**src/design/mtrb_pkg.sv**
```systemverilog
// Shared types and constants of the MT19937 bounded random value generator.
package mtrb_pkg;

    // Generator geometry
    localparam int MT_N = 624;
    localparam int MT_M = 397;
    localparam int ADDR_W = 10;     // holds 0..MT_N, the read position included
    localparam int BITS_W = 7;      // bit length of a 64-bit bound, 0..64

    // Generator constants
    localparam logic [31:0] MT_MATRIX   = 32'h9908_B0DF;
    localparam logic [31:0] MT_HIGH_BIT = 32'h8000_0000;
    localparam logic [31:0] MT_LOW_BITS = 32'h7FFF_FFFF;
    localparam logic [31:0] TEMPER_B    = 32'h9D2C_5680;
    localparam logic [31:0] TEMPER_C    = 32'hEFC6_0000;
    localparam logic [31:0] INIT_SEED   = 32'd19650218;
    localparam logic [31:0] INIT_MULT   = 32'd1812433253;
    localparam logic [31:0] MIX1_MULT   = 32'd1664525;
    localparam logic [31:0] MIX2_MULT   = 32'd1566083941;

    // Default depth of the queue between front and back
    localparam int QUEUE_DEPTH = 2;

    // Command codes carried in the mode field
    localparam logic MODE_RESEED = 1'b0;
    localparam logic MODE_DRAW   = 1'b1;

    // Status codes
    localparam logic STATUS_OK         = 1'b0;
    localparam logic STATUS_ZERO_BOUND = 1'b1;

    typedef struct packed {
        logic        mode;
        logic [63:0] upper_bound;
    } t_in;

    typedef struct packed {
        logic [63:0] random_value;
        logic        status;
    } t_out;

    // Classified command, as queued between front and back
    typedef struct packed {
        logic              mode;
        logic              zero;
        logic [BITS_W-1:0] bits;
        logic [63:0]       bound;
    } t_task;

    // State memory request from the back end
    typedef struct packed {
        logic              we;
        logic [ADDR_W-1:0] waddr;
        logic [31:0]       wdata;
        logic [ADDR_W-1:0] raddr_a;
        logic [ADDR_W-1:0] raddr_b;
    } t_ram_req;

    typedef enum logic [3:0] {
        BK_IDLE,
        BK_SEED_INIT,
        BK_SEED_RD,
        BK_SEED_WR,
        BK_SEED_WRAP,
        BK_SEED_FIN,
        BK_FETCH,
        BK_TW_PRE,
        BK_TW_LOAD,
        BK_TW_RD,
        BK_TW_WR,
        BK_TEMPER,
        BK_CHECK,
        BK_DONE
    } t_bstate;

    typedef enum logic [1:0] {
        PH_INIT,
        PH_MIX1,
        PH_MIX2,
        PH_END
    } t_phase;

endpackage

```
**src/design/mtrb_queue.sv**
```systemverilog
// Short FIFO of classified commands between front and back.
module mtrb_queue #(
    parameter int DEPTH = mtrb_pkg::QUEUE_DEPTH
) (
    input  logic            i_clk,
    input  logic            i_rst_n,
    input  logic            i_push_valid,
    output logic            o_push_ready,
    input  mtrb_pkg::t_task i_push_data,
    output logic            o_pop_valid,
    input  logic            i_pop_ready,
    output mtrb_pkg::t_task o_pop_data
);
    import mtrb_pkg::*;

    localparam int PTR_W = $clog2(DEPTH);
    localparam int CNT_W = $clog2(DEPTH + 1);
    localparam logic [PTR_W-1:0] LAST_PTR = PTR_W'(DEPTH - 1);

    t_task             r_mem [DEPTH];
    logic [PTR_W-1:0]  r_wr_ptr;
    logic [PTR_W-1:0]  r_rd_ptr;
    logic [CNT_W-1:0]  r_count;
    logic              push;
    logic              pop;

    assign o_push_ready = (r_count != CNT_W'(DEPTH));
    assign o_pop_valid  = (r_count != '0);
    assign o_pop_data   = r_mem[r_rd_ptr];
    assign push         = i_push_valid && o_push_ready;
    assign pop          = o_pop_valid && i_pop_ready;

    // Advance pointers and count
    always_ff @(posedge i_clk) begin
        if (!i_rst_n) begin
            r_wr_ptr <= '0;
            r_rd_ptr <= '0;
            r_count  <= '0;
        end else begin
            if (push) r_wr_ptr <= (r_wr_ptr == LAST_PTR) ? '0 : r_wr_ptr + 1'b1;
            if (pop)  r_rd_ptr <= (r_rd_ptr == LAST_PTR) ? '0 : r_rd_ptr + 1'b1;
            if (push && !pop)      r_count <= r_count + 1'b1;
            else if (pop && !push) r_count <= r_count - 1'b1;
        end
    end

    // Store the entry
    always_ff @(posedge i_clk) begin
        if (push) r_mem[r_wr_ptr] <= i_push_data;
    end

endmodule

```
**config.mk**
```make
export PLATFORM = sky130hd
export DESIGN_NAME = mtrb_queue
export DESIGN_NICKNAME = d
export VERILOG_FILES = /design/src/design/mtrb_pkg.sv /design/src/design/mtrb_queue.sv
export SDC_FILE = /design/constraint.sdc
export NUM_CORES = 1
export LEC_CHECK = 0
export ABC_AREA = 1
export CORE_MARGIN = 2
export CORE_UTILIZATION = 30
export DETAILED_ROUTE_END_ITERATION = 6
export DONT_BUFFER_PORTS = 1
export GPL_TIMING_DRIVEN = 0
export PLACE_DENSITY = 0.55
export SYNTH_ARGS = -nofsm -noshare
export SYNTH_HDL_FRONTEND = slang
export SYNTH_SLANG_ARGS = --single-unit
export TNS_END_PERCENT = 1
```
**constraint.sdc**
```tcl
create_clock -name i_clk -period 11.1 [get_ports i_clk]
set_input_delay 2.22 -clock i_clk [delete_from_list [all_inputs] [get_ports i_clk]]
set_output_delay 2.22 -clock i_clk [all_outputs]
set_load 0.01 [all_outputs]
```
* After elaboration in Yosys (flattened, before gate mapping) *
Memory sizes are Yosys's and may differ from the RTL's. A register that Yosys moved wholly into a read port is not among the register bits.
Index checks and enable logic that the tools add are counted.

operators by class
  equal/unequal tests = 1
  $add $sub $neg = 4
  mux-type cells = 8
  reductions and logical operators = 8

operator list
  cell                                                                number
  1-bit two-way mux                                                   6
  1-bit logical AND                                                   4
  2-bit two-way mux                                                   2
  2-bit nonzero test                                                  2
  1-bit adder, second input constant                                  2
  2-bit by 1-bit adder with 2-bit output, second input constant       1
  1-bit zero test                                                     2
  2-bit inequality test, second input constant                        1
  2-bit by 1-bit subtractor with 2-bit output, second input constant  1

word-level totals
  logic and storage cells = 25
  output and inout port bits = 75
  bits in registers = 4
  RAM bits = 146
  input port bits = 77
  memories = 1

memory list
  name   depth  bits a word  rd ports  clocked after Yosys merged registers in  write ports  line              source
  r_mem  2      73           1         1                                        1            mtrb_queue.sv:20  t_task r_mem [DEPTH];

* Longest topological paths before layout *
  depth in word-level cells = 6
  gate-level depth with buffers = 11
  mapped depth without buffers = 11

* Worst setup path before layout *
Ideal clock, no wire load.

  path type = in2reg
  from = input i_push_valid
  to = memory r_mem[0][0] (netlist bit), enable pin
  data required time = 10595 ps
  library setup time = 505 ps
  buffers on the path = 0
  arrival = 5359 ps
  cell stages on the path = 2
  slack = 5236 ps
  cells stage by stage = nand2_1 > nor2_1

on the way
  cells in the longest elaborated chain, start to end = 3

RTL lines
  item                                     line              source
  from (decl)                              mtrb_queue.sv:7   input logic i_push_valid,
  1-bit logical AND                        mtrb_queue.sv:30  assign push = i_push_valid && o_push_ready;
  1-bit two-way mux                        mtrb_queue.sv:49  if (push) r_mem[r_wr_ptr] <= i_push_data;
  1-bit two-way mux (implied by the code)  mtrb_queue.sv:49
  to (decl)                                mtrb_queue.sv:20

Every way passes these cells.

==> flow_summary.toml <==
[status]
status = "complete, no violations"

[finish]
drive_gt1_share_pct = 37.6
area_growth_pct = 16.1
nNetsFinal = 365
stdcell_count = 563
final_area_um2 = 6810
antenna_cells = 0

[routing]
ant_nets = 0
drt-pass1-iter-count = 3
route.detailed.drc = 0
drt_iter0_drc = 67
viasPerCell = 4.15
dr_total_vias = 2339
routed_wl_um = 10200
wire_per_inst_um = 18.1

[placed_design]
placedCellCount = 533
place_area_um2 = 6290
hpwlAfterDp_um = 6920
place_congestion = 0.630
port-buffer-count = 0

[clock_tree]
cts_root_buffer = "clkbuf_16"
clk_pin_slew_ns = 0.06
ctsResizeCount = 0
cts_hold_buf = 0
cts_tree = "yes"
clk_latency_ns = 0.41
clock_path_buffers = 2
cts-buffers-inserted = 17
cts_setup_buffers = 0
htreeDepth = 4
clock-sinks = 151

[power_and_ir_drop]
power_frac_comb_pct = 22.6
intPower_mw = 1.20
p_leak_nw = 2.36
switching_share_pct = 25.9
pwr-share-clk_pct = 31.5
peakVddDrop_uv = 106
seqPwrFrac_pct = 45.9
p_per_area_nw_per_um2 = 237
p_switching_mw = 0.418

[timing]
finalMaxSlewViolations = 0
clock_skew_ns = 0.00464
setup_viol = 0
fin_crit_sh_pct = 33.5
fin_setup_tns_ns = 0
tightestPinTransition_ns = 0.777
period_minus_slack_ns = 3.72
hold_viol = 0
max-slew-margin-rel_pct = 48.1
timing.fmax_mhz = 269
rsz0062_at_grt = "false"

[hold_path]
hp-start = "r_rd_ptr"
min_path_type = "reg -> reg"
hold_path_depth = 2
min_to = "r_rd_ptr"

[yosys]
synthesis.area_um2 = 5860
netlist_instances = 264
synth_nets = 342
yosys_warnings = 0
ys_seq_area_share_pct = 76.5
synth.avg_cell_area_um2 = 22.2
synth_seq_cells = 151
yosysUniqueCellTypes = 15

[setup_path]
crit_chain = "buf_6 -> buf_12 -> mux2_4"
worstSetupPathType = "reg -> out"
crit_fanout = 10
critPathArrivalTime_ns = 1.50
cp_num_buf_inv = 2
slowest_delay_ns = 0.34
start_kind = "flop"
timing.rr.start = "r_count[0]"
slowest_stage = "mux2_4"
r2r-end = "r_mem[0][42]"
path_delay_family = "buffers and inverters"
ff2ff_path_depth = 5
worstPathRequired_ns = 8.88
critPathCaptureType = "output port"
r2r_setup_slack_ns = 9.05

[floorplan]
rows = 51
die_x_um = 144
initial_core_util_pct = 30.3
core-area_um2 = 19300
die_h_um = 144
die_area_um2 = 20700
io_pins = 152

[grt]
overflow = 0
grt_util_all_layers_pct = 10.1
grt_pass1_vias = 2578
antenna_found_initial = 0
grt_max_degree = 30
grt_pass1_wl_um = 14600

[flow_run]
drv_cap = 0
## placed cells by master (no fill, tap or decap)
cell type   synthesis  final
a21oi_1             1      1
nand2_1             9      9
mux2_2              3      3
clkinvlp_4          0      1
buf_6               1      1
mux2_4             70     70
clkinv_4            0      2
clkinv_1            0      3
nor2_4              0      2
edfxtp_1          146    146
clkbuf_16           0     17
nand4_1             1      1
ha_1                1      1
dfxtp_1             5      5
inv_1               8      8
nor2_1              8      6
buf_12              7     11
o21a_1              1      1
clkbuf_1            0      2
o21ai_0             2      2
nand3_1             1      1
bufinv_16           0      1
clkinv_2            0      4
## area by class of cell
type                            count  area, um2
Buffer                              8        151
Clock inverter                     11       86.3
Timing Repair Buffer                4       80.1
Inverter                            8       30.0
Fill cell                        1816      12500
Tap cell                          265        332
Sequential cell                   151       4480
Multi-Input combinational cell     97       1210
Clock buffer                       19        433
## per-stage QoR
step / setup slack [ns] / hold slack, ns / utilization [%] / total power, mW
5_1_grt: 7.30 / 0.571 / 35.2 / 1.69
4_1_cts: 7.32 / 0.523 / 35.2 / 1.65
2_1_floorplan: 5.24 / 0.467 / - / 1.06
3_3_place_gp: 3.25 / 0.483 / 32.0 / 1.12
6_report: 7.38 / 0.516 / 35.2 / 1.61
3_5_place_dp: 7.41 / 0.507 / 32.5 / 1.13
## kinds of logic after synthesis
kind of cell,count (synthesis),synth area share [%]
AOI/OAI and AO/OA,4,0.384
adders and majority gates,1,0.213
buffers and inverters,16,3.10
DFF,151,76.5
muxes,73,18.5
and+or+nand+nor,19,1.28
## cell usage after synthesis
cell	count	area [um2]
mux2_2	3	33.8
buf_12	7	140
nand4_1	1	6.26
nand2_1	9	33.8
inv_1	8	30.0
nor2_1	8	30.0
ha_1	1	12.5
o21ai_0	2	10.0
dfxtp_1	5	100
mux2_4	70	1050
o21a_1	1	7.51
buf_6	1	11.3
edfxtp_1	146	4380
nand3_1	1	5.00
a21oi_1	1	5.00
## worst min-delay path: cells and delay by family (launching register included)
family        cells  cell delay (ns)
simple gates      2             0.14
flops             1             0.34
## per-layer routing
metal / vias to the layer above / routed length (um) / track usage, %
met4: 0 / 151 / 4.95
met2: 86 / 5570 / 17.7
met3: 9 / 899 / 5.06
met5: - / 0 / 0
met1: 1175 / 3540 / 9.70
li1: 1069 / - / -
## power by group through the flow
| stage | Combinational (mW) | Clock (mW) | Sequential, mW |
|---|---|---|---|
| 2_1_floorplan | 0.299 | 0 | 0.757 |
| 3_3_place_gp | 0.358 | 0 | 0.766 |
| 3_5_place_dp | 0.377 | 0 | 0.754 |
| 4_1_cts | 0.378 | 0.532 | 0.742 |
| 5_1_grt | 0.393 | 0.550 | 0.748 |
| 6_report | 0.365 | 0.508 | 0.741 |
## how the worst max path moves through the flow
stage                          end  cells past startpoint  slack, ns
detailed placement     r_mem[0][7]                      3       7.41
global route        o_pop_data[22]                      3       7.30
global placement      r_mem[1][25]                      2       3.25
floorplan              r_mem[0][0]                      2       5.24
CTS                 o_pop_data[22]                      3       7.32
finish              o_pop_data[22]                      3       7.38
## sequential cells by signal, indices dropped and copies added, names as in the netlist, named ones only
register  flops
r_mem       146
r_wr_ptr      1
r_rd_ptr      1
r_count       2
No activity file was read; power rests on OpenSTA's default activity.
