## config.mk

```make
export PLATFORM = sky130hd
export DESIGN_NAME = mtrb_front
export DESIGN_NICKNAME = d
export VERILOG_FILES = /design/src/design/mtrb_pkg.sv /design/src/design/mtrb_front.sv
export SDC_FILE = /design/constraint.sdc
export NUM_CORES = 1
export LEC_CHECK = 0
export BUFFER_PORTS_ARGS = -buffer_cell sky130_fd_sc_hd__buf_2
export CAP_MARGIN = 20
export CORE_ASPECT_RATIO = 1.5
export CORE_MARGIN = 2
export CORE_UTILIZATION = 52
export DETAILED_ROUTE_END_ITERATION = 6
export GPL_TIMING_DRIVEN = 0
export PLACE_DENSITY = 0.85
export SKIP_LAST_GASP = 1
export SYNTH_ARGS = -nofsm -noshare
export SYNTH_HDL_FRONTEND = slang
export SYNTH_SLANG_ARGS = --single-unit
export TNS_END_PERCENT = 20
```

## constraint.sdc

```tcl
create_clock -name i_clk -period 4.5 [get_ports i_clk]
set_input_delay 0.675 -clock i_clk [delete_from_list [all_inputs] [get_ports i_clk]]
set_output_delay 0.675 -clock i_clk [all_outputs]
set_load 0.1 [all_outputs]
```

## src/design/mtrb_pkg.sv

```systemverilog
// Shared types and constants of the MT19937 bounded random value generator.
package mtrb_pkg;

    // Generator geometry
    localparam int MT_N = 624;
    localparam int MT_M = 397;
    localparam int ADDR_W = 10;     // holds 0..MT_N, the read position included
    localparam int BITS_W = 7;      // bit length of a 64-bit bound, 0..64

    // Generator constants
    localparam logic [31:0] MT_MATRIX   = 32'h9908_B0DF;
    localparam logic [31:0] MT_HIGH_BIT = 32'h8000_0000;
    localparam logic [31:0] MT_LOW_BITS = 32'h7FFF_FFFF;
    localparam logic [31:0] TEMPER_B    = 32'h9D2C_5680;
    localparam logic [31:0] TEMPER_C    = 32'hEFC6_0000;
    localparam logic [31:0] INIT_SEED   = 32'd19650218;
    localparam logic [31:0] INIT_MULT   = 32'd1812433253;
    localparam logic [31:0] MIX1_MULT   = 32'd1664525;
    localparam logic [31:0] MIX2_MULT   = 32'd1566083941;

    // Default depth of the queue between front and back
    localparam int QUEUE_DEPTH = 2;

    // Command codes carried in the mode field
    localparam logic MODE_RESEED = 1'b0;
    localparam logic MODE_DRAW   = 1'b1;

    // Status codes
    localparam logic STATUS_OK         = 1'b0;
    localparam logic STATUS_ZERO_BOUND = 1'b1;

    typedef struct packed {
        logic        mode;
        logic [63:0] upper_bound;
    } t_in;

    typedef struct packed {
        logic [63:0] random_value;
        logic        status;
    } t_out;

    // Classified command, as queued between front and back
    typedef struct packed {
        logic              mode;
        logic              zero;
        logic [BITS_W-1:0] bits;
        logic [63:0]       bound;
    } t_task;

    // State memory request from the back end
    typedef struct packed {
        logic              we;
        logic [ADDR_W-1:0] waddr;
        logic [31:0]       wdata;
        logic [ADDR_W-1:0] raddr_a;
        logic [ADDR_W-1:0] raddr_b;
    } t_ram_req;

    typedef enum logic [3:0] {
        BK_IDLE,
        BK_SEED_INIT,
        BK_SEED_RD,
        BK_SEED_WR,
        BK_SEED_WRAP,
        BK_SEED_FIN,
        BK_FETCH,
        BK_TW_PRE,
        BK_TW_LOAD,
        BK_TW_RD,
        BK_TW_WR,
        BK_TEMPER,
        BK_CHECK,
        BK_DONE
    } t_bstate;

    typedef enum logic [1:0] {
        PH_INIT,
        PH_MIX1,
        PH_MIX2,
        PH_END
    } t_phase;

endpackage

```

## src/design/mtrb_front.sv

```systemverilog
// Front end: accepts commands and classifies them by bound bit length.
module mtrb_front (
    input  logic           i_clk,
    input  logic           i_rst_n,
    input  logic           i_in_valid,
    output logic           o_in_ready,
    input  mtrb_pkg::t_in  i_in_data,
    output logic           o_push_valid,
    input  logic           i_push_ready,
    output mtrb_pkg::t_task o_push_data
);
    import mtrb_pkg::*;

    localparam int GROUPS = 8;

    logic       r_hold_valid;
    t_in        r_hold;
    logic [3:0] r_len [GROUPS];
    logic [BITS_W-1:0] bits;

    // Bit length of one byte, 0..8
    function automatic logic [3:0] byte_len(input logic [7:0] b);
        logic [3:0] n;
        n = 4'd0;
        for (int k = 0; k < 8; k++) begin
            if (b[k]) n = 4'(k + 1);
        end
        return n;
    endfunction

    assign o_in_ready   = !r_hold_valid || i_push_ready;
    assign o_push_valid = r_hold_valid;

    // Hold the transaction with its per-byte bit lengths
    always_ff @(posedge i_clk) begin
        if (!i_rst_n) begin
            r_hold_valid <= 1'b0;
        end else if (i_in_valid && o_in_ready) begin
            r_hold_valid <= 1'b1;
        end else if (i_push_ready) begin
            r_hold_valid <= 1'b0;
        end
        if (i_in_valid && o_in_ready) begin
            r_hold <= i_in_data;
            for (int g = 0; g < GROUPS; g++) begin
                r_len[g] <= byte_len(i_in_data.upper_bound[8*g +: 8]);
            end
        end
    end

    // Pick the highest nonzero byte
    always_comb begin
        bits = '0;
        for (int g = 0; g < GROUPS; g++) begin
            if (r_len[g] != 4'd0) bits = BITS_W'(8 * g) + BITS_W'(r_len[g]);
        end
    end

    assign o_push_data.mode  = r_hold.mode;
    assign o_push_data.bound = r_hold.upper_bound;
    assign o_push_data.bits  = bits;
    assign o_push_data.zero  = (bits == '0);

endmodule

```

After elaboration in Yosys (flattened, before gate mapping)
Memories as Yosys holds them, arrays and structs flattened.
Index checks and enable logic that the tools add are counted.
{"block": "classes", "shift": 0, "n_eq_ne": 0, "n_bitwise": 0, "order_cmp": 0, "n_mux": 84, "n_mul": 0, "div_mod_pow": 0, "add_sub_neg": 7, "reduce_logical": 13}
{"operator": "2-to-1 mux 4 bit", "n": 65}
{"operator": "2-to-1 mux 7 bit", "n": 7}
{"operator": "nonzero test 4 bit", "n": 8}
{"operator": "adder 6 x 4 -> 7 bit, first input constant", "n": 4}
{"operator": "adder 5 x 4 -> 6 bit, first input constant", "n": 2}
{"operator": "2-to-1 mux 1 bit", "n": 12}
{"operator": "zero test 7 bit", "n": 1}
{"operator": "adder 4 x 4 -> 5 bit, first input constant", "n": 1}
{"operator": "nonzero test 2 bit", "n": 1}
{"operator": "logical AND 1 bit", "n": 1}
{"operator": "zero test 1 bit", "n": 1}
{"operator": "logical OR 1 bit", "n": 1}
{"block": "totals", "memories": 1, "latch_bits": 0, "romBits": 0, "wordCells": 108, "register_bits": 66, "mem_bits_rw": 32, "input_bits": 69, "out_inout_bits": 75}
{"memory": "r_len", "words": 8, "width": 4, "read_ports": 8, "rd_clocked_by_memory_dff": 0, "write_ports": 8, "line_no": "mtrb_front.sv:18", "source": "logic [3:0] r_len [GROUPS];"}

Depth between registers and ports, before layout
An unclocked memory read counts as a cell.
{"block": "depth", "depth_word": 11, "depth_mapped": 5, "ltp_nobuf": 5}

Worst setup path after synthesis
No wires, ideal clock.
{"block": "synth_timing", "path_type": "reg-to-output", "from": "memory r_len[5][1] (netlist: r_len[1][5])", "to": "output port o_push_data[71] (netlist name)", "arrival_time_ps": 4002, "n_path_buf": 0, "slack_ps": -177, "required_ps": 3825, "stages_incl_launch_ff": 6, "path_cell_list": "edfxtp_1 -> nor4_1 -> nand3_1 -> o32ai_1 -> or4_1 -> nor3_2"}
{"element": "start: declaration", "line_no": "mtrb_front.sv:18"}
{"element": "end: declaration", "line_no": "mtrb_front.sv:10", "source": "output mtrb_pkg::t_task o_push_data"}

==> flow_metrics.py <==
metrics = {
    "routing": {
        "viasPerCell": 5.32,
        "drt_first_iter_violations": 189,
        "drcViolationCount": 0,
        "drt_first_pass_iters": 4,
        "routed_wl_um": 7310,
        "ant_nets": 0,
        "vias": 2570,
        "drt-wirelength-per-cell_um": 15.1,
    },
    "logic_synthesis": {
        "synth_nets": 314,
        "synth.yosys.seq_area_share_pct": 75.5,
        "ys_ff_latch": 90,
        "avgSynthCellArea_um2": 14.6,
        "ys_types": 34,
        "syn_area_um2": 3570,
        "synth-edff-count": 89,
        "yosysWarnings": 0,
        "async_flop_share_pct": 0,
        "ys.flop_type": "edfxtp_1",
        "synth_cells": 245,
    },
    "place": {
        "portBuffers": 143,
        "dp_hpwl_um": 5460,
        "gp_congestion": 0.852,
        "place_area_um2": 4410,
    },
    "worst_setup_path": {
        "reg2reg_slack_ps": 2880,
        "required_ps": 3830,
        "crit_type": "reg -> out",
        "r2r_end": "o_push_data[39]",
        "reg2reg_depth": 3,
        "crit_path_cell_trace": "nor4_2 -> nand4_1 -> nand4bb_1 -> or4_1 -> nor3_2 -> buf_2",
        "cp_max_fo": 8,
        "crit_path_end_kind": "output port",
        "startpoint_type": "register",
        "endpoint": "o_push_data[71]",
        "worstReg2RegStart": "o_push_valid",
        "crit_start": "r_len[1][15]",
        "critPathArrivalTime_ps": 3070,
        "cp_slowest_cell": "nor4_2",
        "slowest_delay_ps": 640,
    },
    "clock_tree": {
        "cts_resized": 0,
        "htree_levels": 3,
        "clock-root-buffer": "clkbuf_8",
        "clock_sinks": 90,
        "clk_path_buf_depth": 2,
        "clkTransAtPathRegs_ps": 80,
        "post_cts_buffers": 0,
        "cts_inserted_buffers": 9,
        "cts_tree": "yes",
        "clock_latency_ps": 350,
        "postCtsHoldBufs": 0,
    },
    "final_layout": {
        "final_cell_area_um2": 4620,
        "n_fill_cell": 509,
        "nets": 469,
        "n_antenna_cell": 0,
        "drive_above_1_share_pct": 43.7,
        "final_cell_mix": "buf_2 (143), edfxtp_1 (89), a21oi_1 (41)",
        "area_growth_pct": 29.5,
        "final_common_cell": "buf_2",
    },
    "sta": {
        "worst_slew_pin_slew_ps": 780,
        "max_slew_margin_pct": 47.5,
        "worst_clock_skew_ps": 6.75,
        "setup_tns_ps": 0,
        "rsz0062_at_grt": "no",
        "finalCriticalPeriod_ps": 3750,
        "final-hold-violation-count": 0,
        "finalCritPeriodShare_pct": 83.3,
        "setup_viol": 0,
        "slew_violations": 0,
        "max_freq_mhz": 267,
    },
    "global_route": {
        "gr-total-overflow": 0,
        "antenna_found_initial": 0,
        "grt_max_degree": 46,
        "grt_pass1_wl_um": 11400,
        "track_usage_pct": 20.1,
        "grt_pass1_vias": 2552,
    },
    "floorplanning": {
        "die-area_um2": 7550,
        "dieWidth_um": 71.6,
        "start_util_pct": 52.8,
        "die_y_um": 105,
        "coreArea_um2": 6760,
        "std_cell_rows": 37,
        "io_pins": 144,
    },
    "power": {
        "vdd_drop_max_mv": 0.267,
        "p_per_area_nw_per_um2": 435,
        "p_leak_nw": 1.91,
    },
    "flow_run": {
        "maxCapViolations": 0,
    },
    "run_status": {
        "outcome": "complete, no violations",
    },
    "min_path": {
        "hp-class": "in -> reg",
    },
}
-- worst max-delay path, delay by kind of cell (launching register included) --
kind	cells	cell delay, ps
buffers and inverters	1	440
AND/OR/NAND/NOR	5	1760
flip-flops	1	520
-- area by class of cell --
cell class	instances	area, um2	area share [%]
tap	78	97.6	2.11
timing repair buffer	144	736	15.9
multi-input combinational	127	748	16.2
buffer	9	63.8	1.38
inverter	19	71.3	1.54
clock buffer	14	173	3.74
sequential	90	2690	58.3
clock inverter	2	35.0	0.759
-- power by group --
| part | internal, W | switching [W] | leakage (nW) |
|---|---|---|---|
| clock | 0.000302 | 0.000261 | 0.107 |
| combinational | 0.0000756 | 0.000365 | 0.934 |
| sequential | 0.000983 | 0.0000238 | 0.873 |
-- how the worst min path moves through the flow --
stage | startpoint | to | slack (ps) | depth (start not counted)
3_3_place_gp | o_push_valid | o_push_valid | 500 | 2
2_1_floorplan | i_in_data[0] | o_push_data[0] | 770 | 0
6_report | i_in_data[64] | o_push_data[72] | 500 | 1
5_1_grt | i_in_data[64] | o_push_data[72] | 480 | 1
3_5_place_dp | o_push_valid | o_push_valid | 550 | 2
4_1_cts | i_in_data[64] | o_push_data[72] | 480 | 1
-- cells by family (layout without fill, tap and decap cells) --
logic type / after synthesis / in the layout / synth area share [%]
buf+inv: 28 / 188 / 3.79
flops: 90 / 90 / 75.5
simple gates: 56 / 56 / 8.84
compound gates: 71 / 71 / 11.9
-- flip-flops by register name, summed over array words and instances, names as in the netlist --
register	cells
o_push_data	64
o_push_valid	1
r_len	25
-- cells in the mapped netlist, drive strengths merged (2+ instances only) --
cell	n	area (um2)
or4	5	46.3
buf	8	60.1
o211ai	4	30.0
a21oi	41	205
edfxtp	89	2670
nor3	2	15.0
nand2	2	7.51
o21bai	9	67.6
nor2	27	101
o21ai	9	45.0
nor4	8	56.3
inv	19	71.3
nor4b	4	35.0
or2	2	12.5
-- routing by layer --
| metal | vias to the layer above | global-route usage (%) | part of all wire (%) |
|---|---|---|---|
| met1 | 1227 | 21.1 | 36 |
| met5 | - | 0 | 0 |
| li1 | 1245 | - | - |
| met2 | 86 | 36.4 | 57 |
| met4 | 0 | 9.43 | 2.2 |
| met3 | 12 | 4.97 | 5.6 |
-- through the flow --
step                power, W  hold WS [ps]  setup WS, ps  cells  util, %
global placement     0.00146           497           518    466     64.9
detailed placement   0.00147           553          1180    467     65.2
finish               0.00201           498           753    483     68.3
CTS                  0.00202           481           781    483     68.3
global route         0.00208           475           564    483     68.3
floorplan            0.00137           774           301    245        -
No activity file was read; power rests on OpenSTA's default activity.
