**src/design/mtrb_pkg.sv**
```systemverilog
// Shared types and constants of the MT19937 bounded random value generator.
package mtrb_pkg;

    // Generator geometry
    localparam int MT_N = 624;
    localparam int MT_M = 397;
    localparam int ADDR_W = 10;     // holds 0..MT_N, the read position included
    localparam int BITS_W = 7;      // bit length of a 64-bit bound, 0..64

    // Generator constants
    localparam logic [31:0] MT_MATRIX   = 32'h9908_B0DF;
    localparam logic [31:0] MT_HIGH_BIT = 32'h8000_0000;
    localparam logic [31:0] MT_LOW_BITS = 32'h7FFF_FFFF;
    localparam logic [31:0] TEMPER_B    = 32'h9D2C_5680;
    localparam logic [31:0] TEMPER_C    = 32'hEFC6_0000;
    localparam logic [31:0] INIT_SEED   = 32'd19650218;
    localparam logic [31:0] INIT_MULT   = 32'd1812433253;
    localparam logic [31:0] MIX1_MULT   = 32'd1664525;
    localparam logic [31:0] MIX2_MULT   = 32'd1566083941;

    // Default depth of the queue between front and back
    localparam int QUEUE_DEPTH = 2;

    // Command codes carried in the mode field
    localparam logic MODE_RESEED = 1'b0;
    localparam logic MODE_DRAW   = 1'b1;

    // Status codes
    localparam logic STATUS_OK         = 1'b0;
    localparam logic STATUS_ZERO_BOUND = 1'b1;

    typedef struct packed {
        logic        mode;
        logic [63:0] upper_bound;
    } t_in;

    typedef struct packed {
        logic [63:0] random_value;
        logic        status;
    } t_out;

    // Classified command, as queued between front and back
    typedef struct packed {
        logic              mode;
        logic              zero;
        logic [BITS_W-1:0] bits;
        logic [63:0]       bound;
    } t_task;

    // State memory request from the back end
    typedef struct packed {
        logic              we;
        logic [ADDR_W-1:0] waddr;
        logic [31:0]       wdata;
        logic [ADDR_W-1:0] raddr_a;
        logic [ADDR_W-1:0] raddr_b;
    } t_ram_req;

    typedef enum logic [3:0] {
        BK_IDLE,
        BK_SEED_INIT,
        BK_SEED_RD,
        BK_SEED_WR,
        BK_SEED_WRAP,
        BK_SEED_FIN,
        BK_FETCH,
        BK_TW_PRE,
        BK_TW_LOAD,
        BK_TW_RD,
        BK_TW_WR,
        BK_TEMPER,
        BK_CHECK,
        BK_DONE
    } t_bstate;

    typedef enum logic [1:0] {
        PH_INIT,
        PH_MIX1,
        PH_MIX2,
        PH_END
    } t_phase;

endpackage

```
**src/design/mtrb_back.sv**
```systemverilog
// Back end: seeding, regeneration, tempering and rejection draws on the state RAM.
module mtrb_back (
    input  logic               i_clk,
    input  logic               i_rst_n,
    input  logic               i_pop_valid,
    output logic               o_pop_ready,
    input  mtrb_pkg::t_task    i_pop_data,
    input  logic [63:0]        i_seed,
    output mtrb_pkg::t_ram_req o_ram,
    input  logic [31:0]        i_rdata_a,
    input  logic [31:0]        i_rdata_b,
    output logic               o_out_valid,
    input  logic               i_out_ready,
    output mtrb_pkg::t_out     o_out_data
);
    import mtrb_pkg::*;

    localparam logic [ADDR_W-1:0] N_IDX    = ADDR_W'(MT_N);
    localparam logic [ADDR_W-1:0] LAST_IDX = ADDR_W'(MT_N - 1);
    localparam logic [ADDR_W-1:0] SPLIT    = ADDR_W'(MT_N - MT_M);
    localparam logic [ADDR_W-1:0] M_OFS    = ADDR_W'(MT_M);
    localparam logic [ADDR_W-1:0] ONE_IDX  = ADDR_W'(1);

    t_bstate            r_state, n_state;
    t_phase             r_phase;
    logic [ADDR_W-1:0]  r_i;
    logic               r_j;
    logic [ADDR_W-1:0]  r_cnt;
    logic [31:0]        r_p;
    logic [31:0]        r_prod;
    logic [63:0]        r_key;
    logic               r_cmd;
    logic [ADDR_W-1:0]  r_pos;
    logic [ADDR_W-1:0]  r_n;
    logic [31:0]        r_cur;
    logic [63:0]        r_bound;
    logic [BITS_W-1:0]  r_bits;
    logic               r_wsel;
    logic [63:0]        r_val;
    t_out               r_res;
    logic               r_out_valid;
    t_out               r_out;

    logic [31:0]        mix;
    logic [31:0]        mulc;
    logic [31:0]        key_word;
    logic [31:0]        seed_new;
    logic [31:0]        twist_new;
    logic [31:0]        tempered;
    logic [31:0]        chunk;
    logic [4:0]         sh;
    logic [ADDR_W-1:0]  tw_a_addr;
    logic [ADDR_W-1:0]  tw_b_addr;
    logic               seed_last;
    logic               seed_wrap;
    logic               load_out;

    function automatic logic [31:0] temper(input logic [31:0] y);
        logic [31:0] t;
        t = y ^ (y >> 11);
        t = t ^ ((t << 7) & TEMPER_B);
        t = t ^ ((t << 15) & TEMPER_C);
        return t ^ (t >> 18);
    endfunction

    function automatic logic [31:0] twist(input logic [31:0] a, input logic [31:0] b,
                                          input logic [31:0] c);
        logic [31:0] y;
        y = (a & MT_HIGH_BIT) | (b & MT_LOW_BITS);
        return c ^ (y >> 1) ^ (y[0] ? MT_MATRIX : 32'd0);
    endfunction

    // Seeding datapath
    assign mix      = r_p ^ (r_p >> 30);
    assign key_word = r_j ? r_key[63:32] : r_key[31:0];
    always_comb begin
        case (r_phase)
            PH_INIT: mulc = INIT_MULT;
            PH_MIX1: mulc = MIX1_MULT;
            default: mulc = MIX2_MULT;
        endcase
    end
    always_comb begin
        case (r_phase)
            PH_INIT: seed_new = r_prod + 32'(r_i);
            PH_MIX1: seed_new = (i_rdata_a ^ r_prod) + key_word + 32'(r_j);
            default: seed_new = (i_rdata_a ^ r_prod) - 32'(r_i);
        endcase
    end
    assign seed_last = (r_cnt == '0);
    assign seed_wrap = (r_i == LAST_IDX);

    // Regeneration and draw datapath
    assign tw_a_addr = (r_n == LAST_IDX) ? '0 : r_n + 1'b1;
    assign tw_b_addr = (r_n < SPLIT) ? r_n + M_OFS : r_n - SPLIT;
    assign twist_new = twist(r_cur, i_rdata_a, i_rdata_b);
    assign tempered  = temper(i_rdata_a);
    assign sh        = 5'(5'd0 - r_bits[4:0]);
    assign chunk     = tempered >> sh;

    assign o_pop_ready = (r_state == BK_IDLE);
    assign load_out    = (r_state == BK_DONE) && (!r_out_valid || i_out_ready);
    assign o_out_valid = r_out_valid;
    assign o_out_data  = r_out;

    // Next state
    always_comb begin
        n_state = r_state;
        case (r_state)
            BK_IDLE: begin
                if (i_pop_valid) begin
                    if (i_pop_data.mode == MODE_RESEED) n_state = BK_SEED_INIT;
                    else if (i_pop_data.zero)           n_state = BK_DONE;
                    else                                n_state = BK_FETCH;
                end
            end
            BK_SEED_INIT: n_state = BK_SEED_RD;
            BK_SEED_RD:   n_state = BK_SEED_WR;
            BK_SEED_WR: begin
                if (r_phase == PH_INIT)                  n_state = BK_SEED_RD;
                else if (seed_wrap)                      n_state = BK_SEED_WRAP;
                else if (seed_last && r_phase == PH_MIX2) n_state = BK_SEED_FIN;
                else                                     n_state = BK_SEED_RD;
            end
            BK_SEED_WRAP: n_state = (r_phase == PH_END) ? BK_SEED_FIN : BK_SEED_RD;
            BK_SEED_FIN:  n_state = r_cmd ? BK_DONE : BK_IDLE;
            BK_FETCH:     n_state = (r_pos >= N_IDX) ? BK_TW_PRE : BK_TEMPER;
            BK_TW_PRE:    n_state = BK_TW_LOAD;
            BK_TW_LOAD:   n_state = BK_TW_RD;
            BK_TW_RD:     n_state = BK_TW_WR;
            BK_TW_WR:     n_state = (r_n == LAST_IDX) ? BK_FETCH : BK_TW_RD;
            BK_TEMPER: begin
                if (r_bits <= BITS_W'(32) || r_wsel) n_state = BK_CHECK;
                else                                 n_state = BK_FETCH;
            end
            BK_CHECK:     n_state = (r_val < r_bound) ? BK_DONE : BK_FETCH;
            BK_DONE:      n_state = load_out ? BK_IDLE : BK_DONE;
            default:      n_state = BK_IDLE;
        endcase
    end

    // RAM requests
    always_comb begin
        o_ram.we      = 1'b0;
        o_ram.waddr   = '0;
        o_ram.wdata   = '0;
        o_ram.raddr_a = '0;
        o_ram.raddr_b = '0;
        case (r_state)
            BK_SEED_INIT: begin
                o_ram.we    = 1'b1;
                o_ram.wdata = INIT_SEED;
            end
            BK_SEED_RD: o_ram.raddr_a = r_i;
            BK_SEED_WR: begin
                o_ram.we    = 1'b1;
                o_ram.waddr = r_i;
                o_ram.wdata = seed_new;
            end
            BK_SEED_WRAP: begin
                o_ram.we    = 1'b1;
                o_ram.wdata = r_p;
            end
            BK_SEED_FIN: begin
                o_ram.we    = 1'b1;
                o_ram.wdata = MT_HIGH_BIT;
            end
            BK_FETCH: o_ram.raddr_a = (r_pos < N_IDX) ? r_pos : '0;
            BK_TW_RD: begin
                o_ram.raddr_a = tw_a_addr;
                o_ram.raddr_b = tw_b_addr;
            end
            BK_TW_WR: begin
                o_ram.we    = 1'b1;
                o_ram.waddr = r_n;
                o_ram.wdata = twist_new;
            end
            default: o_ram.we = 1'b0;
        endcase
    end

    // State and control registers
    always_ff @(posedge i_clk) begin
        if (!i_rst_n) begin
            r_state     <= BK_SEED_INIT;
            r_key       <= '0;
            r_cmd       <= 1'b0;
            r_out_valid <= 1'b0;
        end else begin
            r_state <= n_state;
            if (load_out)         r_out_valid <= 1'b1;
            else if (i_out_ready) r_out_valid <= 1'b0;
            if (r_state == BK_IDLE && i_pop_valid && i_pop_data.mode == MODE_RESEED) begin
                r_key <= i_seed;
                r_cmd <= 1'b1;
            end
        end
    end

    // Datapath registers; the read position starts at the end of the state
    always_ff @(posedge i_clk) begin
        if (!i_rst_n) begin
            r_pos <= N_IDX;
        end else begin
            if (load_out) r_out <= r_res;
            case (r_state)
                BK_IDLE: begin
                    r_bound <= i_pop_data.bound;
                    r_bits  <= i_pop_data.bits;
                    r_wsel  <= 1'b0;
                    r_res.random_value <= '0;
                    r_res.status <= (i_pop_data.mode == MODE_DRAW && i_pop_data.zero)
                                    ? STATUS_ZERO_BOUND : STATUS_OK;
                end
                BK_SEED_INIT: begin
                    r_p     <= INIT_SEED;
                    r_i     <= ONE_IDX;
                    r_phase <= PH_INIT;
                end
                BK_SEED_RD: r_prod <= mix * mulc;
                BK_SEED_WR: begin
                    if (r_phase == PH_INIT) begin
                        if (seed_wrap) begin
                            r_phase <= PH_MIX1;
                            r_i     <= ONE_IDX;
                            r_j     <= 1'b0;
                            r_cnt   <= LAST_IDX;
                            r_p     <= INIT_SEED;
                        end else begin
                            r_i <= r_i + 1'b1;
                            r_p <= seed_new;
                        end
                    end else begin
                        r_p <= seed_new;
                        r_j <= (r_key[63:32] != '0) ? !r_j : 1'b0;
                        r_i <= seed_wrap ? ONE_IDX : r_i + 1'b1;
                        if (!seed_last) begin
                            r_cnt <= r_cnt - 1'b1;
                        end else if (r_phase == PH_MIX1) begin
                            r_phase <= PH_MIX2;
                            r_cnt   <= ADDR_W'(MT_N - 2);
                        end else begin
                            r_phase <= PH_END;
                        end
                    end
                end
                BK_SEED_FIN: begin
                    r_pos <= N_IDX;
                    r_res.random_value <= '0;
                    r_res.status       <= STATUS_OK;
                end
                BK_TW_PRE:  r_n   <= '0;
                BK_TW_LOAD: r_cur <= i_rdata_a;
                BK_TW_WR: begin
                    r_cur <= i_rdata_a;
                    r_n   <= r_n + 1'b1;
                    if (r_n == LAST_IDX) r_pos <= '0;
                end
                BK_TEMPER: begin
                    r_pos <= r_pos + 1'b1;
                    if (r_bits <= BITS_W'(32)) begin
                        r_val <= {32'd0, chunk};
                    end else if (!r_wsel) begin
                        r_val[31:0] <= tempered;
                        r_wsel      <= 1'b1;
                    end else begin
                        r_val[63:32] <= chunk;
                    end
                end
                BK_CHECK: begin
                    r_wsel <= 1'b0;
                    r_res.random_value <= r_val;
                    r_res.status       <= STATUS_OK;
                end
                default: r_wsel <= r_wsel;
            endcase
        end
    end

    // Read position never runs past the end of the state
    a_pos_range: assert property (@(posedge i_clk) disable iff (!i_rst_n)
        r_pos <= N_IDX)
        else $error("read position beyond state size");

    // State writes stay inside the word store
    a_write_range: assert property (@(posedge i_clk) disable iff (!i_rst_n)
        o_ram.we |-> (o_ram.waddr < N_IDX))
        else $error("state write out of range");

    // Tempering uses the word read in the fetch cycle
    a_temper_after_fetch: assert property (@(posedge i_clk) disable iff (!i_rst_n)
        (r_state == BK_TEMPER) |-> ($past(r_state) == BK_FETCH))
        else $error("tempering without a preceding fetch");

endmodule

```
**config.mk**
```make
export PLATFORM = sky130hd
export DESIGN_NAME = mtrb_back
export DESIGN_NICKNAME = d
export VERILOG_FILES = /design/src/design/mtrb_pkg.sv /design/src/design/mtrb_back.sv
export SDC_FILE = /design/constraint.sdc
export NUM_CORES = 2
export LEC_CHECK = 0
export BUFFER_PORTS_ARGS = -buffer_cell sky130_fd_sc_hd__buf_4
export CAP_MARGIN = 20
export CORE_MARGIN = 4
export CORE_UTILIZATION = 63
export CTS_BUF_LIST = sky130_fd_sc_hd__clkbuf_8
export DETAILED_ROUTE_END_ITERATION = 16
export PLACE_DENSITY = 0.84
export REMOVE_ABC_BUFFERS = 1
export SLEW_MARGIN = 25
export SYNTH_ARGS = -nofsm -noshare
export SYNTH_HDL_FRONTEND = slang
export SYNTH_SLANG_ARGS = --single-unit
```
**constraint.sdc**
```tcl
create_clock -name i_clk -period 8.78 [get_ports i_clk]
set_input_delay 0.878 -clock i_clk [delete_from_list [all_inputs] [get_ports i_clk]]
set_output_delay 0.878 -clock i_clk [all_outputs]
set_load 0.02 [all_outputs]
```
Word level (Yosys, flattened, before mapping):

Cells that the tools add are included.

* register bits: 475
* input bits: 205
* word-level logic and storage cells: 168

* $add $sub $neg: 11
* multipliers: 1
* magnitude comparators: 5
* equality and inequality tests: 26
* shift operators: 1
* muxes and demuxes: 55
* bitwise operators: 10
* reductions and logical operators: 37

Operators by type and width (count)
* $mux 32: 7
* $pmux 65 s3: 1
* $pmux 32 s5: 1
* $pmux 32 s2: 2
* $xor 32x32->32: 4
* $mux 10: 10
* $lt 64x64->1: 1
* $pmux 31 s2: 1
* $pmux 10 s2: 3
* $pmux 10 s3: 2
* $pmux 4 s14: 1
* $mux 4: 9
* $add 32x1->32: 1
* $add 32x10->32: 1
* $add 32x32->32: 1
* $mul 32x31->32: 1
* $or 32x31->32: 1
* $reduce_bool 32->1: 1
* $shr 32x5->32: 1
* $sub 32x10->32: 1
* $xor 32x14->32: 1
* $xor 32x2->32: 1
* $xor 32x21->32: 1
* $xor 32x31->32: 1
* 39 further kinds: 92

Longest topological paths before layout:

* depth after elaboration: 7
* depth in mapped cells: 33
* gate-level depth less buffers: 31

Worst setup path after synthesis:

Ideal clock, no wire load.

* kind: reg2reg
* from: register r_phase[0]
* to: register r_prod[29], data pin
* setup time: 258 ps
* arrival: 7809 ps
* setup slack: 713 ps
* cell stages (with the launch flop): 30
* path buffers: 5
* cells stage by stage: edfxtp_1 > clkbuf_1 > clkbuf_1 > buf_1 > clkbuf_1 > clkbuf_1 > nand2_1 > inv_1 > ha_1 > fa_1 > fa_1 > inv_1 > fa_1 > inv_1 > fa_1 > fa_1 > fa_1 > inv_1 > fa_1 > inv_1 > ha_1 > a21o_1 > a21oi_1 > o22ai_1 > a21o_1 > o41a_1 > a21oi_1 > o21bai_1 > a21oi_1 > xnor2_1

* word-level cells in the longest chain between the ends: 3
* elaborated cells between the ends (all ways): 4
* those cells by class: 1 x mul; 1 x eq/ne; 1 x mux; 1 x reduce/logical

Ends and longest elaborated chain
* from (decl): RTL line mtrb_back.sv:25 `t_phase r_phase;`
* from (signal assigned): RTL line mtrb_back.sv:218 `r_phase <= PH_INIT;`
* from (signal assigned): RTL line mtrb_back.sv:224 `r_phase <= PH_MIX1;`
* from (signal assigned): RTL line mtrb_back.sv:240 `r_phase <= PH_MIX2;`
* $eq 2x1->1 or $logic_not 2->1 (tied branches): RTL line mtrb_back.sv:77 `case (r_phase)`
* $pmux 31 s2 (*): RTL line mtrb_back.sv:77
* $mul 32x31->32 (*): RTL line mtrb_back.sv:220 `BK_SEED_RD: r_prod <= mix * mulc;`
* to (signal assigned): RTL line mtrb_back.sv:220
* to (decl): RTL line mtrb_back.sv:30 `logic [31:0] r_prod;`

Mark *: on every way between the ends. The rest lies on a longest branch, timed or not.
A chain may end at the register's enable or synchronous reset.

Worst setup path after layout:

* from: register r_phase[1]
* to: register r_prod[29], data pin

Same word-level chain as after synthesis.

==> reports/metrics.cfg <==
[outcome]
status = finished, final reports clean

[timing]
clock_skew_ns = 0.0408
worst_pin_slew_ns = 1.00
rsz0062_at_grt = false
fin_ws_ns = 0.632
relSlewSlack_pct = 32.6
fin_crit_sh_pct = 92.8
timing.hold.ws_ns = 0.339
hold_viol = 0
slew_viol_final = 0
fmax_mhz = 123
fin_crit_ns = 8.15
setup_violations = 0
fin_tns_setup_ns = 0

[synth]
synth_commonest_cells = inv_1 (558), edfxtp_1 (364), nand2_1 (348)
synth_edf_count = 364
yosysSeqAreaShare_pct = 32.7
synth_area_per_cell_um2 = 9.79
synth_cell_types = 93
synth_cells = 3920
synth_top_cell_area_share_pct = 28.5
synth_seq_cells = 444
synth_area_leaders = edfxtp_1 (28%), fa_1 (15%), ha_1 (11%), inv_1 (5.5%), xnor2_1 (4.4%)
ys_warn_count = 0
synth_top_flop_cell = edfxtp_1
synth_top_area_cell = edfxtp_1
syn-cell-area_um2 = 38400
synthArstFlopShare_pct = 0
synth_most_common_cell = inv_1

[flow_run]
maxCapViolCount = 0

[clocking]
cts_sinks = 444
clockRootBuffer = clkbuf_8
clock_latency_ns = 0.72
cts.repair.resized = 0
htreeDepth = 3
post_cts_buffers = 0
cts_tree = done
cts_made_buffers = 75
clk_pin_slew_ns = 0.06
clk_path_buf_depth = 3
holdBufCountCts = 0

[placement]
globalplace.congestion = 1.02
preCtsSetupSlack_ns = 0.714
dp_hpwl_um = 96000
port_buffers = 334

[setup_path]
crit_top_cell = fa_1
r2r-end = r_prod[29]$_DFFE_PP_
required_ns = 9.25
critPathKind = flop to flop
cp-end-kind = flop
crit_arrival_ns = 8.62
cp_slowest_stage_delay_ns = 0.54
worst_path_max_delay_cell = fa_1
startpoint_type = flop
reg2reg_depth = 29
reg2reg_slack_ns = 0.63
reg2reg_from = r_phase[1]$_SDFFCE_PP0P_
worstPathMaxFanout = 47

[drt]
antenna_left = 0
drc_errors = 0
first_iter_violations = 2973
via_per_inst = 5.98
wl_um = 119000
post_drt_wl_per_cell_um = 23.5
first_pass_iters = 6
vias = 30300

[global_route]
met3_usage_pct = 8.68
grt_start_max_net_pins = 87
grt_pass1_vias = 30400
groute.usage.overall_pct = 36.7
grt_overflow = 0
antenna_found_initial = 3
grt_busiest_layer = met2
grtUsageMet1_pct = 47.5
grt.met2_usage_pct = 58.2
grt_pass1_wl_um = 179000

[floorplanning]
dieHeight_um = 255
dieArea_um2 = 64900
core_area_um2 = 60400
die_width_um = 255
io_pins = 335
initial_core_util_pct = 63.6
rows = 90

[worst_hold_path]
worstHoldStart = i_pop_data[8]
holdCritPathClass = input pin to flop
worstHoldEndpoint = r_bound[8]$_DFFE_PP_
holdPathStages = 1

[cells_and_area]
area_growth_pct = 12.8
nNetsFinal = 5046
final_core_util_pct = 71.7
drive_gt1_share_pct = 13.8

## cell families after synthesis
kind of cell / Yosys count / share of synthesized area, %
other: 2 / 0.0196
AO/OA/AOI/OAI: 669 / 11.3
adder cells (fa/ha/maj): 616 / 25.5
buffers and inverters: 735 / 7.35
AND/OR/NAND/NOR: 1041 / 12.6
XOR/XNOR: 333 / 8.19
flip-flops: 444 / 32.7
multiplexers: 80 / 2.32
## cells in the final DEF (no fill, tap or decap), types with 17 or more instances in the layout
| cell | Yosys | layout |
|---|---|---|
| a211oi_1 | 18 | 18 |
| a21boi_0 | 73 | 73 |
| a21o_1 | 70 | 70 |
| a21oi_1 | 164 | 162 |
| a22oi_1 | 21 | 21 |
| and2_1 | 33 | 32 |
| and3_1 | 96 | 96 |
| buf_4 | 5 | 391 |
| clkbuf_8 | 0 | 76 |
| clkinv_1 | 3 | 24 |
| dfxtp_1 | 80 | 80 |
| edfxtp_1 | 364 | 364 |
| fa_1 | 279 | 279 |
| ha_1 | 337 | 337 |
| inv_1 | 558 | 577 |
| mux2_2 | 41 | 41 |
| mux2i_1 | 36 | 36 |
| nand2_1 | 348 | 348 |
| nand2b_1 | 28 | 28 |
| nand3_1 | 46 | 46 |
| nand4_1 | 26 | 26 |
| nor2_1 | 299 | 295 |
| nor2b_1 | 35 | 32 |
| nor3_1 | 50 | 48 |
| nor4_1 | 19 | 19 |
| o211ai_1 | 17 | 17 |
| o21ai_0 | 149 | 149 |
| o22ai_1 | 20 | 20 |
| xnor2_1 | 194 | 194 |
| xor2_1 | 121 | 118 |
## metrics by stage
| stage | instance area [um^2] | cells |
|---|---|---|
| 6_report | 43300 | 5069 |
| 5_1_grt | 43300 | 5068 |
| 4_1_cts | 43200 | 5064 |
| 3_5_place_dp | 41700 | 4927 |
| 3_3_place_gp | 41700 | 4927 |
| 2_1_floorplan | 37700 | 3752 |
## worst max-delay path by stage
stage                                        start                    to  slack [ns]  depth (start not counted)
after floorplan           r_phase[0]$_SDFFCE_PN0P_  r_prod[29]$_DFFE_PP_       -1.22                         27
after global placement    r_phase[1]$_SDFFCE_PP0P_  r_prod[29]$_DFFE_PP_        0.82                         29
after detailed placement  r_phase[1]$_SDFFCE_PP0P_  r_prod[29]$_DFFE_PP_        0.71                         28
after CTS                 r_phase[1]$_SDFFCE_PP0P_  r_prod[29]$_DFFE_PP_        0.66                         29
after global routing      r_phase[1]$_SDFFCE_PP0P_  r_prod[29]$_DFFE_PP_        0.27                         28
final                     r_phase[1]$_SDFFCE_PP0P_  r_prod[29]$_DFFE_PP_        0.63                         29
## worst max-delay path: cells and delay by family, from the launching register on
| kind | cells | cell delay [ns] |
|---|---|---|
| XOR/XNOR | 1 | 0.08 |
| AO/OA/AOI/OAI | 8 | 1.78 |
| AND/OR/NAND/NOR | 3 | 0.54 |
| flip-flops | 1 | 0.45 |
| adder cells (fa/ha/maj) | 9 | 4.20 |
| buffers and inverters | 8 | 0.87 |
## metal layers
layer / vias to the layer above / routed length, um
met2: 1573 / 54200
met1: 14500 / 45600
met5: - / 10
li1: 13800 / -
met3: 390 / 11800
met4: 2 / 7490
## registers in the layout, indices dropped and copies added (netlist names), 7 cells and up
name	flops
r_pos	10
r_p	32
o_out_data	65
r_cnt	10
r_prod	32
r_key	64
r_i	10
r_bits	7
r_res	65
r_bound	64
r_n	10
r_val	64
## cell type report
| cell class | count | area [um^2] |
|---|---|---|
| diodes | 2 | 5.00 |
| repair buffers | 396 | 3050 |
| flip-flops and latches | 444 | 12500 |
| well taps | 782 | 978 |
| clock buffers | 76 | 1050 |
| fillers | 4511 | 17100 |
| inverters | 563 | 2110 |
| multi-input cells | 2745 | 23100 |
| clock inverters | 61 | 424 |
Power is not shown: default switching activity piles up to over one toggle a cycle in this logic, so the estimate is an artifact.
